==> src/bda_pkg.sv <==
// shared types, constants and status codes of the deadlock avoider
`default_nettype none
package bda_pkg;
   localparam int PROCESSES_DEF      = 8;
   localparam int RESOURCE_TYPES_DEF = 4;
   localparam int MAX_PROC           = 8;
   localparam int MAX_RES            = 4;
   localparam int UNIT_W             = 8;
   localparam int WORK_W             = 12;

   typedef enum logic [1:0] {
      CMD_LOAD   = 2'd0,
      CMD_STAGE  = 2'd1,
      CMD_COMMIT = 2'd2,
      CMD_CHECK  = 2'd3
   } cmd_type;

   typedef enum logic [2:0] {
      ST_OK      = 3'd0,
      ST_EXCEEDS = 3'd1,
      ST_WAIT    = 3'd2,
      ST_UNSAFE  = 3'd3,
      ST_INVALID = 3'd4
   } status_type;

   typedef struct packed {
      cmd_type      command;
      logic [2:0]   process;
      logic [1:0]   resource;
      logic [7:0]   amount;
      logic [7:0]   claim;
   } req_type;

   typedef struct packed {
      logic [2:0] status;
      logic [2:0] seq_process;
      logic       last;
   } rsp_type;

   // controller to datapath
   typedef struct packed {
      logic       latch;      // capture the item
      logic       do_load;    // apply load (checks inside)
      logic       do_stage;
      logic       apply;      // add staged request to entry
      logic       rollback;   // subtract staged request
      logic       scan_init;  // load work vector with available units, clear done flags
      logic       scan_step;  // test one process
      logic [2:0] scan_proc;
   } ctl_type;

   // datapath to controller
   typedef struct packed {
      logic       load_ok;
      logic       claim_ok;
      logic       avail_ok;
      logic       fits;       // scanned process fits and not done
      logic       proc_ok;
   } sts_type;
endpackage
`default_nettype wire

==> src/bda_if.sv <==
// valid/ready channel interface
`default_nettype none
interface bda_if #(parameter type payload_type = logic) ();
   logic        valid;
   logic        ready;
   payload_type payload;
   modport source (output valid, output payload, input ready);
   modport sink (input valid, input payload, output ready);
endinterface
`default_nettype wire

==> src/bda_datapath.sv <==
// tables, held sums, staged vector and safety scan work vector
`default_nettype none
module bda_datapath #(
   parameter int PROCESSES      = bda_pkg::PROCESSES_DEF,
   parameter int RESOURCE_TYPES = bda_pkg::RESOURCE_TYPES_DEF
) (
   input  wire logic              clock,
   input  wire logic              reset,
   input  wire bda_pkg::req_type  item,
   input  wire logic [31:0]       totals,
   input  wire bda_pkg::ctl_type  ctl,
   output bda_pkg::sts_type       sts
);
   localparam int W = bda_pkg::WORK_W;
   logic [7:0] held_ff [bda_pkg::MAX_PROC][bda_pkg::MAX_RES];
   logic [7:0] need_ff [bda_pkg::MAX_PROC][bda_pkg::MAX_RES];
   logic [7:0] sum_ff [bda_pkg::MAX_RES];
   logic [7:0] stg_ff [bda_pkg::MAX_RES];
   logic signed [W-1:0] work_ff [bda_pkg::MAX_RES];
   logic [bda_pkg::MAX_PROC-1:0] done_ff;
   bda_pkg::req_type it_ff;

   logic [2:0] pi, sp;
   logic [1:0] ri;
   logic       pv, rv;
   logic [8:0] newsum;
   logic       fits_c;

   assign pi = it_ff.process;
   assign ri = it_ff.resource;
   assign pv = 32'(pi) < PROCESSES;
   assign rv = 32'(ri) < RESOURCE_TYPES;
   assign sp = ctl.scan_proc;

   function automatic logic signed [W-1:0] avail(input logic [7:0] t, input logic [7:0] s);
      return W'($signed({1'b0, t})) - W'($signed({1'b0, s}));
   endfunction

   always_comb begin
      logic [7:0] h;
      logic [7:0] t;
      h = 8'd0;
      t = totals[8*ri +: 8];
      newsum = 9'd0;
      sts.load_ok = 1'b0;
      if (pv && rv) begin
         h = held_ff[pi][ri];
         newsum = {1'b0, sum_ff[ri]} - {1'b0, h} + {1'b0, it_ff.amount};
         sts.load_ok = (it_ff.amount <= it_ff.claim) && (newsum <= {1'b0, t});
      end
      sts.proc_ok = pv;
      sts.claim_ok = 1'b1;
      sts.avail_ok = 1'b1;
      fits_c = !done_ff[sp];
      for (int r = 0; r < RESOURCE_TYPES; r++) begin
         if (pv && stg_ff[r] > need_ff[pi][r]) sts.claim_ok = 1'b0;
         if ($signed({4'd0, stg_ff[r]}) > avail(totals[8*r +: 8], sum_ff[r]))
            sts.avail_ok = 1'b0;
         if ($signed({4'd0, need_ff[sp][r]}) > work_ff[r]) fits_c = 1'b0;
      end
      sts.fits = fits_c;
   end

   always_ff @(posedge clock) begin
      if (ctl.latch) it_ff <= item;
      if (ctl.do_load && sts.load_ok) begin
         held_ff[pi][ri] <= it_ff.amount;
         need_ff[pi][ri] <= it_ff.claim - it_ff.amount;
         sum_ff[ri] <= newsum[7:0];
      end
      if (ctl.do_stage && rv) stg_ff[ri] <= it_ff.amount;
      for (int r = 0; r < RESOURCE_TYPES; r++) begin
         if (ctl.apply) begin
            sum_ff[r] <= sum_ff[r] + stg_ff[r];
            held_ff[pi][r] <= held_ff[pi][r] + stg_ff[r];
            need_ff[pi][r] <= need_ff[pi][r] - stg_ff[r];
         end
         if (ctl.rollback) begin
            sum_ff[r] <= sum_ff[r] - stg_ff[r];
            held_ff[pi][r] <= held_ff[pi][r] - stg_ff[r];
            need_ff[pi][r] <= need_ff[pi][r] + stg_ff[r];
         end
         if (ctl.scan_init) work_ff[r] <= avail(totals[8*r +: 8], sum_ff[r]);
         else if (ctl.scan_step && fits_c)
            work_ff[r] <= work_ff[r] + W'($signed({1'b0, held_ff[sp][r]}));
      end
      if (ctl.scan_init) done_ff <= '0;
      else if (ctl.scan_step && fits_c) done_ff[sp] <= 1'b1;
      if (reset) begin
         for (int p = 0; p < bda_pkg::MAX_PROC; p++)
            for (int r = 0; r < bda_pkg::MAX_RES; r++) begin
               held_ff[p][r] <= 8'd0;
               need_ff[p][r] <= 8'd0;
            end
         for (int r = 0; r < bda_pkg::MAX_RES; r++) begin
            sum_ff[r] <= 8'd0;
            stg_ff[r] <= 8'd0;
         end
      end
   end
endmodule
`default_nettype wire

==> src/bda_controller.sv <==
// command sequencer, safety scan walker and result emitter
`default_nettype none
module bda_controller #(
   parameter int PROCESSES = bda_pkg::PROCESSES_DEF
) (
   input  wire logic              clock,
   input  wire logic              reset,
   input  wire logic              req_valid,
   output logic                   req_ready,
   input  wire bda_pkg::cmd_type  req_command,
   output logic                   rsp_valid,
   input  wire logic              rsp_ready,
   output bda_pkg::rsp_type       rsp_data,
   output bda_pkg::ctl_type       ctl,
   input  wire bda_pkg::sts_type  sts
);
   typedef enum logic [3:0] {
      S_IDLE, S_EXEC, S_SCAN_INIT, S_SCAN, S_DECIDE, S_RESP, S_EMIT
   } state_type;

   state_type       state_ff;
   bda_pkg::cmd_type cmd_ff;
   logic [2:0]      proc_ff, count_ff, emit_ff;
   logic            prog_ff;
   logic [2:0]      order_ff [bda_pkg::MAX_PROC];
   logic            safe_ff;
   bda_pkg::rsp_type res_ff;   // single result waiting for the output register
   bda_pkg::rsp_type out_ff;
   logic            ov_ff;

   always_comb begin
      ctl = '0;
      ctl.latch     = state_ff == S_IDLE && req_valid;
      ctl.do_load   = state_ff == S_EXEC && cmd_ff == bda_pkg::CMD_LOAD;
      ctl.do_stage  = state_ff == S_EXEC && cmd_ff == bda_pkg::CMD_STAGE;
      ctl.apply     = state_ff == S_EXEC && cmd_ff == bda_pkg::CMD_COMMIT
                      && sts.proc_ok && sts.claim_ok && sts.avail_ok;
      ctl.scan_init = state_ff == S_SCAN_INIT;
      ctl.scan_step = state_ff == S_SCAN;
      ctl.scan_proc = proc_ff;
      ctl.rollback  = state_ff == S_DECIDE && cmd_ff == bda_pkg::CMD_COMMIT && !safe_ff;
   end

   assign req_ready = state_ff == S_IDLE;
   assign rsp_valid = ov_ff;
   assign rsp_data  = out_ff;

   always_ff @(posedge clock) begin
      if (ov_ff && rsp_ready) ov_ff <= 1'b0;
      unique case (state_ff)
         S_IDLE: begin
            if (req_valid) begin
               cmd_ff <= req_command;
               state_ff <= S_EXEC;
            end
         end
         S_EXEC: begin
            unique case (cmd_ff)
               bda_pkg::CMD_LOAD: begin
                  res_ff <= {sts.load_ok ? bda_pkg::ST_OK : bda_pkg::ST_INVALID, 3'd0, 1'b1};
                  state_ff <= S_RESP;
               end
               bda_pkg::CMD_STAGE: begin
                  res_ff <= {bda_pkg::ST_OK, 3'd0, 1'b1};
                  state_ff <= S_RESP;
               end
               bda_pkg::CMD_COMMIT: begin
                  if (!sts.proc_ok || !sts.claim_ok) begin
                     res_ff <= {bda_pkg::ST_EXCEEDS, 3'd0, 1'b1};
                     state_ff <= S_RESP;
                  end else if (!sts.avail_ok) begin
                     res_ff <= {bda_pkg::ST_WAIT, 3'd0, 1'b1};
                     state_ff <= S_RESP;
                  end else state_ff <= S_SCAN_INIT;
               end
               default: state_ff <= S_SCAN_INIT;
            endcase
         end
         S_SCAN_INIT: begin
            proc_ff <= 3'd0;
            count_ff <= 3'd0;
            prog_ff <= 1'b0;
            safe_ff <= 1'b0;
            state_ff <= S_SCAN;
         end
         S_SCAN: begin
            if (sts.fits) begin
               order_ff[count_ff] <= proc_ff;
               count_ff <= count_ff + 3'd1;
            end
            if (sts.fits && 32'(count_ff) == PROCESSES - 1) begin
               safe_ff <= 1'b1;
               state_ff <= S_DECIDE;
            end else if (32'(proc_ff) == PROCESSES - 1) begin
               proc_ff <= 3'd0;
               prog_ff <= 1'b0;
               if (!(prog_ff || sts.fits)) state_ff <= S_DECIDE;
            end else begin
               proc_ff <= proc_ff + 3'd1;
               if (sts.fits) prog_ff <= 1'b1;
            end
         end
         S_DECIDE: begin
            emit_ff <= 3'd0;
            if (cmd_ff == bda_pkg::CMD_COMMIT) begin
               res_ff <= {safe_ff ? bda_pkg::ST_OK : bda_pkg::ST_UNSAFE, 3'd0, 1'b1};
               state_ff <= S_RESP;
            end else if (!safe_ff) begin
               res_ff <= {bda_pkg::ST_UNSAFE, 3'd0, 1'b1};
               state_ff <= S_RESP;
            end else state_ff <= S_EMIT;
         end
         S_RESP: begin
            if (!ov_ff || rsp_ready) begin
               ov_ff <= 1'b1;
               out_ff <= res_ff;
               state_ff <= S_IDLE;
            end
         end
         S_EMIT: begin
            if (!ov_ff || rsp_ready) begin
               ov_ff <= 1'b1;
               out_ff <= {bda_pkg::ST_OK, order_ff[emit_ff],
                          32'(emit_ff) == PROCESSES - 1};
               emit_ff <= emit_ff + 3'd1;
               if (32'(emit_ff) == PROCESSES - 1) state_ff <= S_IDLE;
            end
         end
         default: state_ff <= S_IDLE;
      endcase
      if (reset) begin
         state_ff <= S_IDLE;
         ov_ff <= 1'b0;
      end
   end
endmodule
`default_nettype wire

==> src/bankers_deadlock_avoider_core.sv <==
// top level of the banker's algorithm deadlock avoider
// One item at a time. Load, stage and a rejected commit pass from S_IDLE through
// S_EXEC and S_RESP back to S_IDLE. An accepted commit
// and a check run the safety scan, one process tested per cycle, up to PROCESSES
// passes over the processes, through S_SCAN_INIT, S_SCAN and S_DECIDE.
// A safe check then delivers PROCESSES result items, one per cycle when taken,
// before the next item is taken. A result register decouples the result side;
// a new item is taken once the previous one has placed its last result in that
// register, and a finished item waits while the register still holds an untaken result.
`default_nettype none
module bankers_deadlock_avoider_core #(
   parameter int PROCESSES      = bda_pkg::PROCESSES_DEF,
   parameter int RESOURCE_TYPES = bda_pkg::RESOURCE_TYPES_DEF
) (
   input  wire logic        clock,
   input  wire logic        reset,
   bda_if.sink              req,
   bda_if.source            rsp,
   input  wire logic        csr_write_enable,
   input  wire logic [1:0]  csr_index,
   input  wire logic [7:0]  csr_write_data
);
   // configured totals, one byte per resource
   logic [31:0] totals_ff;
   bda_pkg::ctl_type ctl;
   bda_pkg::sts_type sts;
   bda_pkg::req_type item;
   bda_pkg::rsp_type rsp_data;

   always_ff @(posedge clock) begin
      if (csr_write_enable) totals_ff[8*csr_index +: 8] <= csr_write_data;
      if (reset) totals_ff <= '0;
   end

   assign item = req.payload;
   assign rsp.payload = rsp_data;

   bda_controller #(.PROCESSES(PROCESSES)) u_ctl (
      .clock, .reset,
      .req_valid(req.valid), .req_ready(req.ready), .req_command(item.command),
      .rsp_valid(rsp.valid), .rsp_ready(rsp.ready), .rsp_data,
      .ctl, .sts
   );

   bda_datapath #(.PROCESSES(PROCESSES), .RESOURCE_TYPES(RESOURCE_TYPES)) u_dp (
      .clock, .reset, .item, .totals(totals_ff), .ctl, .sts
   );

`ifndef SYNTHESIS
   // apply and rollback never in the same cycle
   a_excl: assert property (@(posedge clock) disable iff (reset)
      !(ctl.apply && ctl.rollback)) else $error("apply and rollback together");
   // no new item taken during a scan
   a_busy: assert property (@(posedge clock) disable iff (reset)
      ctl.scan_step |-> !req.ready) else $error("ready during scan");
   // each accepted item is latched next cycle into execution
   a_lat: assert property (@(posedge clock) disable iff (reset)
      (req.valid && req.ready) |=> !req.ready) else $error("ready held after accept");
`endif
endmodule
`default_nettype wire
==> src/flat_wrapper.sv <==
// flat-port wrapper written by rule: the top's interface ports become plain ports
module bankers_deadlock_avoider_core_flat 
#(
   parameter int PROCESSES      = bda_pkg::PROCESSES_DEF,
   parameter int RESOURCE_TYPES = bda_pkg::RESOURCE_TYPES_DEF
)
  (clock, reset, csr_write_enable, csr_index, csr_write_data, req_valid, req_payload, req_ready, rsp_valid, rsp_payload, rsp_ready);
  bda_if req_i ();
  bda_if rsp_i ();
  input  wire logic clock;
  input  wire logic reset;
  input  wire logic csr_write_enable;
  input  wire logic [1:0] csr_index;
  input  wire logic [7:0] csr_write_data;
  input wire logic [$bits(req_i.valid)-1:0] req_valid;
  input wire logic [$bits(req_i.payload)-1:0] req_payload;
  output wire logic [$bits(req_i.ready)-1:0] req_ready;
  output wire logic [$bits(rsp_i.valid)-1:0] rsp_valid;
  output wire logic [$bits(rsp_i.payload)-1:0] rsp_payload;
  input wire logic [$bits(rsp_i.ready)-1:0] rsp_ready;
  assign req_i.valid = req_valid;
  assign req_i.payload = req_payload;
  assign req_ready = req_i.ready;
  assign rsp_valid = rsp_i.valid;
  assign rsp_payload = rsp_i.payload;
  assign rsp_i.ready = rsp_ready;
  bankers_deadlock_avoider_core #(.PROCESSES(PROCESSES), .RESOURCE_TYPES(RESOURCE_TYPES)) u_core (.clock(clock), .reset(reset), .req(req_i), .rsp(rsp_i), .csr_write_enable(csr_write_enable), .csr_index(csr_index), .csr_write_data(csr_write_data));
endmodule
==> config.mk <==
export PLATFORM = sky130hd
export DESIGN_NAME = bankers_deadlock_avoider_core_flat
export DESIGN_NICKNAME = d
export VERILOG_FILES = /design/src/bda_pkg.sv /design/src/bda_if.sv /design/src/bda_datapath.sv /design/src/bda_controller.sv /design/src/bankers_deadlock_avoider_core.sv /design/src/flat_wrapper.sv
export SDC_FILE = /design/constraint.sdc
export NUM_CORES = 1
export LEC_CHECK = 0
export BUFFER_PORTS_ARGS = -buffer_cell sky130_fd_sc_hd__buf_2
export CORE_AREA = 2 2 86 88
export DETAILED_ROUTE_END_ITERATION = 12
export DIE_AREA = 0 0 88 90
export MAX_ROUTING_LAYER = met4
export PLACE_DENSITY = 0.48
export SLEW_MARGIN = 10
export SYNTH_ARGS = -nofsm -noshare
export SYNTH_HDL_FRONTEND = slang
export SYNTH_SLANG_ARGS = --single-unit
export TNS_END_PERCENT = 1
==> constraint.sdc <==
create_clock -name clock -period 3.5 [get_ports clock]
set_input_delay 0.7 -clock clock [delete_from_list [all_inputs] [get_ports clock]]
set_output_delay 0.7 -clock clock [all_outputs]
set_load 0.1 [all_outputs]
==> reports/qor.yml <==
top_usage_layer: "met2"
synthToLayoutAreaGrowth_pct: 13.6
syn_nets: 213
grt_max_degree: 19
whs_endpoint: "u_core.u_dp.work_ff[0][4]"
use_met2: 0.146
dieArea_um2: 7920
rsz0062_at_grt: "false"
min_period_ns: 2.77
routedWlPerCell_um: 12.0
synth.distinct_cells: 42
status: "finished, final reports clean"
io_pins: 19
grt_use_met3: 0.0303
timing.hold.ws_ns: 0.440
worst_setup_path_end_kind: "register"
synth.largest_area_cell: "edfxtp_1"
async_reset_ff_frac: 0
antenna_left: 0
met1_usage: 0.145
crit_slowest_cell: "or4b_2"
grt_antenna_before_repair: 0
hold_class: "reg2reg"
viasPerCell: 4.58
grt-ovfl-total: 0
cts_tree: "yes"
grt_pass1_wl_um: 6420
ys_seq_area_frac: 0.544
max_cap_viol_count: 0
worstPathRequired_ns: 3.69
start_util: 0.294
r2r_setup_slack_ns: 0.73
first_pass_iters: 4
period_share: 0.792
yosysMostFrequentCell: "nor2_1"
cts_sinks: 45
reg2reg_depth: 7
cts_resized: 0
io_buffer_count: 18
place_area_um2: 2250
dieWidth_um: 88
diodes: 0
vias: 1392
start_kind: "register"
core_um2: 7020
tightestPinTransition_ns: 0.724
die_h_um: 90
drc: 0
final_area_um2: 2340
ys_warn_count: 0
final.setup_skew_ns: 0.00683
fillerInstances: 734
min_path_cells: 0
yosys.area.top_type_share: 0.321
yosys-top-cells-count: "nor2_1 (27), dfxtp_1 (23), edfxtp_1 (22), a22oi_1 (9), ha_1 (9)"
routed_wl_um: 3640
finalNetCount: 229
ys_ff_latch: 45
clkLatencyLatePin_ns: 0.30
cellLeakagePower_uw: 0.000886
grt.total_usage: 0.105
cts_buffers: 5
syn_area_per_cell_um2: 11.0
fin_tns_setup_ns: 0
post_cts_buffers: 0
grt_pass1_vias: 1366
cts_root_buffer: "clkbuf_8"
synth-compound-area-share: 0.150
powerDensity_nw_per_um2: 466
crit_arrival_ns: 2.97
cts.path.max_buffers: 2
path_class: "reg2reg"
drive_gt1_frac: 0.195
clkSlewWorstSetupHoldPaths_ns: 0.09
synth-xor-area-share: 0.00425
synthFlopType: "dfxtp_1"
slew_headroom: 0.517
ir_drop_v: 0.000160
syn_area_um2: 2060
synth.area.top_cells: "edfxtp_1 (32%), dfxtp_1 (22%), ha_1 (5.5%)"
gp_congestion: 0.734
cp_max_fo: 11
drt_iter0_drc: 92
crit_chain: "or4b_2 -> ha_1 -> or3_1 -> nor4_4 -> a21oi_2 -> a31oi_4 -> mux2_1"
drv_slew: 0
synth-simple-area-share: 0.172
hold_start: "u_core.totals_ff[4]"
clock.fmax_ghz: 0.361
synth-adder-area-share: 0.0546
setup_viol: 0
synth_edf_count: 22
cts_hold_buffers: 0
synth.area.mux_share: 0.0352
ctsHtreeMaxLevel: 2
synth_top_family_by_area: "simple AND/OR/NAND/NOR gates"
hold_violations: 0
cp_slowest_stage_delay_ns: 0.66
rows: 31
hpwl_um: 2630
synthCells: 188
==> through the flow <==
stage	utilization	std cells	worst slack (ns)	power [uW]
2_1_floorplan	-	188	0.847	735
3_3_place_gp	0.320	296	0.734	769
3_5_place_dp	0.320	296	0.708	769
4_1_cts	0.333	304	0.689	1110
5_1_grt	0.333	304	0.574	1150
6_report	0.333	304	0.727	1090
==> where the power goes <==
group          internal, uW  switching (uW)
registers               581            32.7
clock network           146             190
logic                  52.4            89.1
==> sequential cells by signal (all words and copies together), names as in the netlist, 3 cells and up, named ones only <==
register and flops:
u_core.u_dp.done_ff 8, u_core.u_ctl.state_ff 3, u_core.u_ctl.proc_ff 3, u_core.u_ctl.count_ff 3
u_core.u_dp.work_ff 8, u_core.u_ctl.emit_ff 3, u_core.totals_ff 8
==> layout make-up <==
cell class | instances | area [um^2] | share of cell area
sequential | 45 | 1120 | 0.479
timing repair buffer | 19 | 97.6 | 0.0417
clock buffer | 5 | 68.8 | 0.0294
inverter | 10 | 37.5 | 0.0160
clock inverter | 3 | 25.0 | 0.0107
tap | 99 | 124 | 0.0529
multi-input combinational | 123 | 867 | 0.370
==> critical path, delay by kind of cell (launching register included) <==
family	cells	cell delay, ns
DFF	1	0.31
and+or+nand+nor	3	1.27
adders and majority gates	1	0.30
muxes	1	0.34
AOI/OAI and AO/OA	2	0.45
==> worst max path at each step <==
stage                     slack (ns)        end  cells after the start
final                           0.73   register                      7
after global placement          0.73   register                      7
after detailed placement        0.71   register                      7
after floorplan                 0.85  req_ready                      3
after global routing            0.57   register                      7
after CTS                       0.69   register                      7
==> per-layer routing <==
metal	wire, um	vias to the layer above
met5	0	-
met4	61	0
met3	124	5
met2	1620	23
met1	1830	643
li1	-	721
==> kinds of logic (layout without fill, tap and decap cells) <==
logic type      Yosys count  in the layout
compound gates           39             39
xor+xnor                  1              1
fa+ha+maj                 9              9
buf+inv                  20             37
flops                    45             45
mux                       7              7
simple gates             67             67
==> placed cells by master, fill, tap and decap left out, drive strengths merged, types with 2 or more instances in the layout <==
master	count
or2	2
mux2	2
o21ai	3
a22oi	9
nand3	2
a21oi	8
a41oi	5
inv	11
dfxtp	23
edfxtp	22
nor2	27
nor3	8
nor2b	4
ha	9
buf	19
nand2b	3
mux2i	5
clkbuf	5
a31oi	5
a221o	2
and2	6
nand2	8
(Power assumes the default switching activity.)
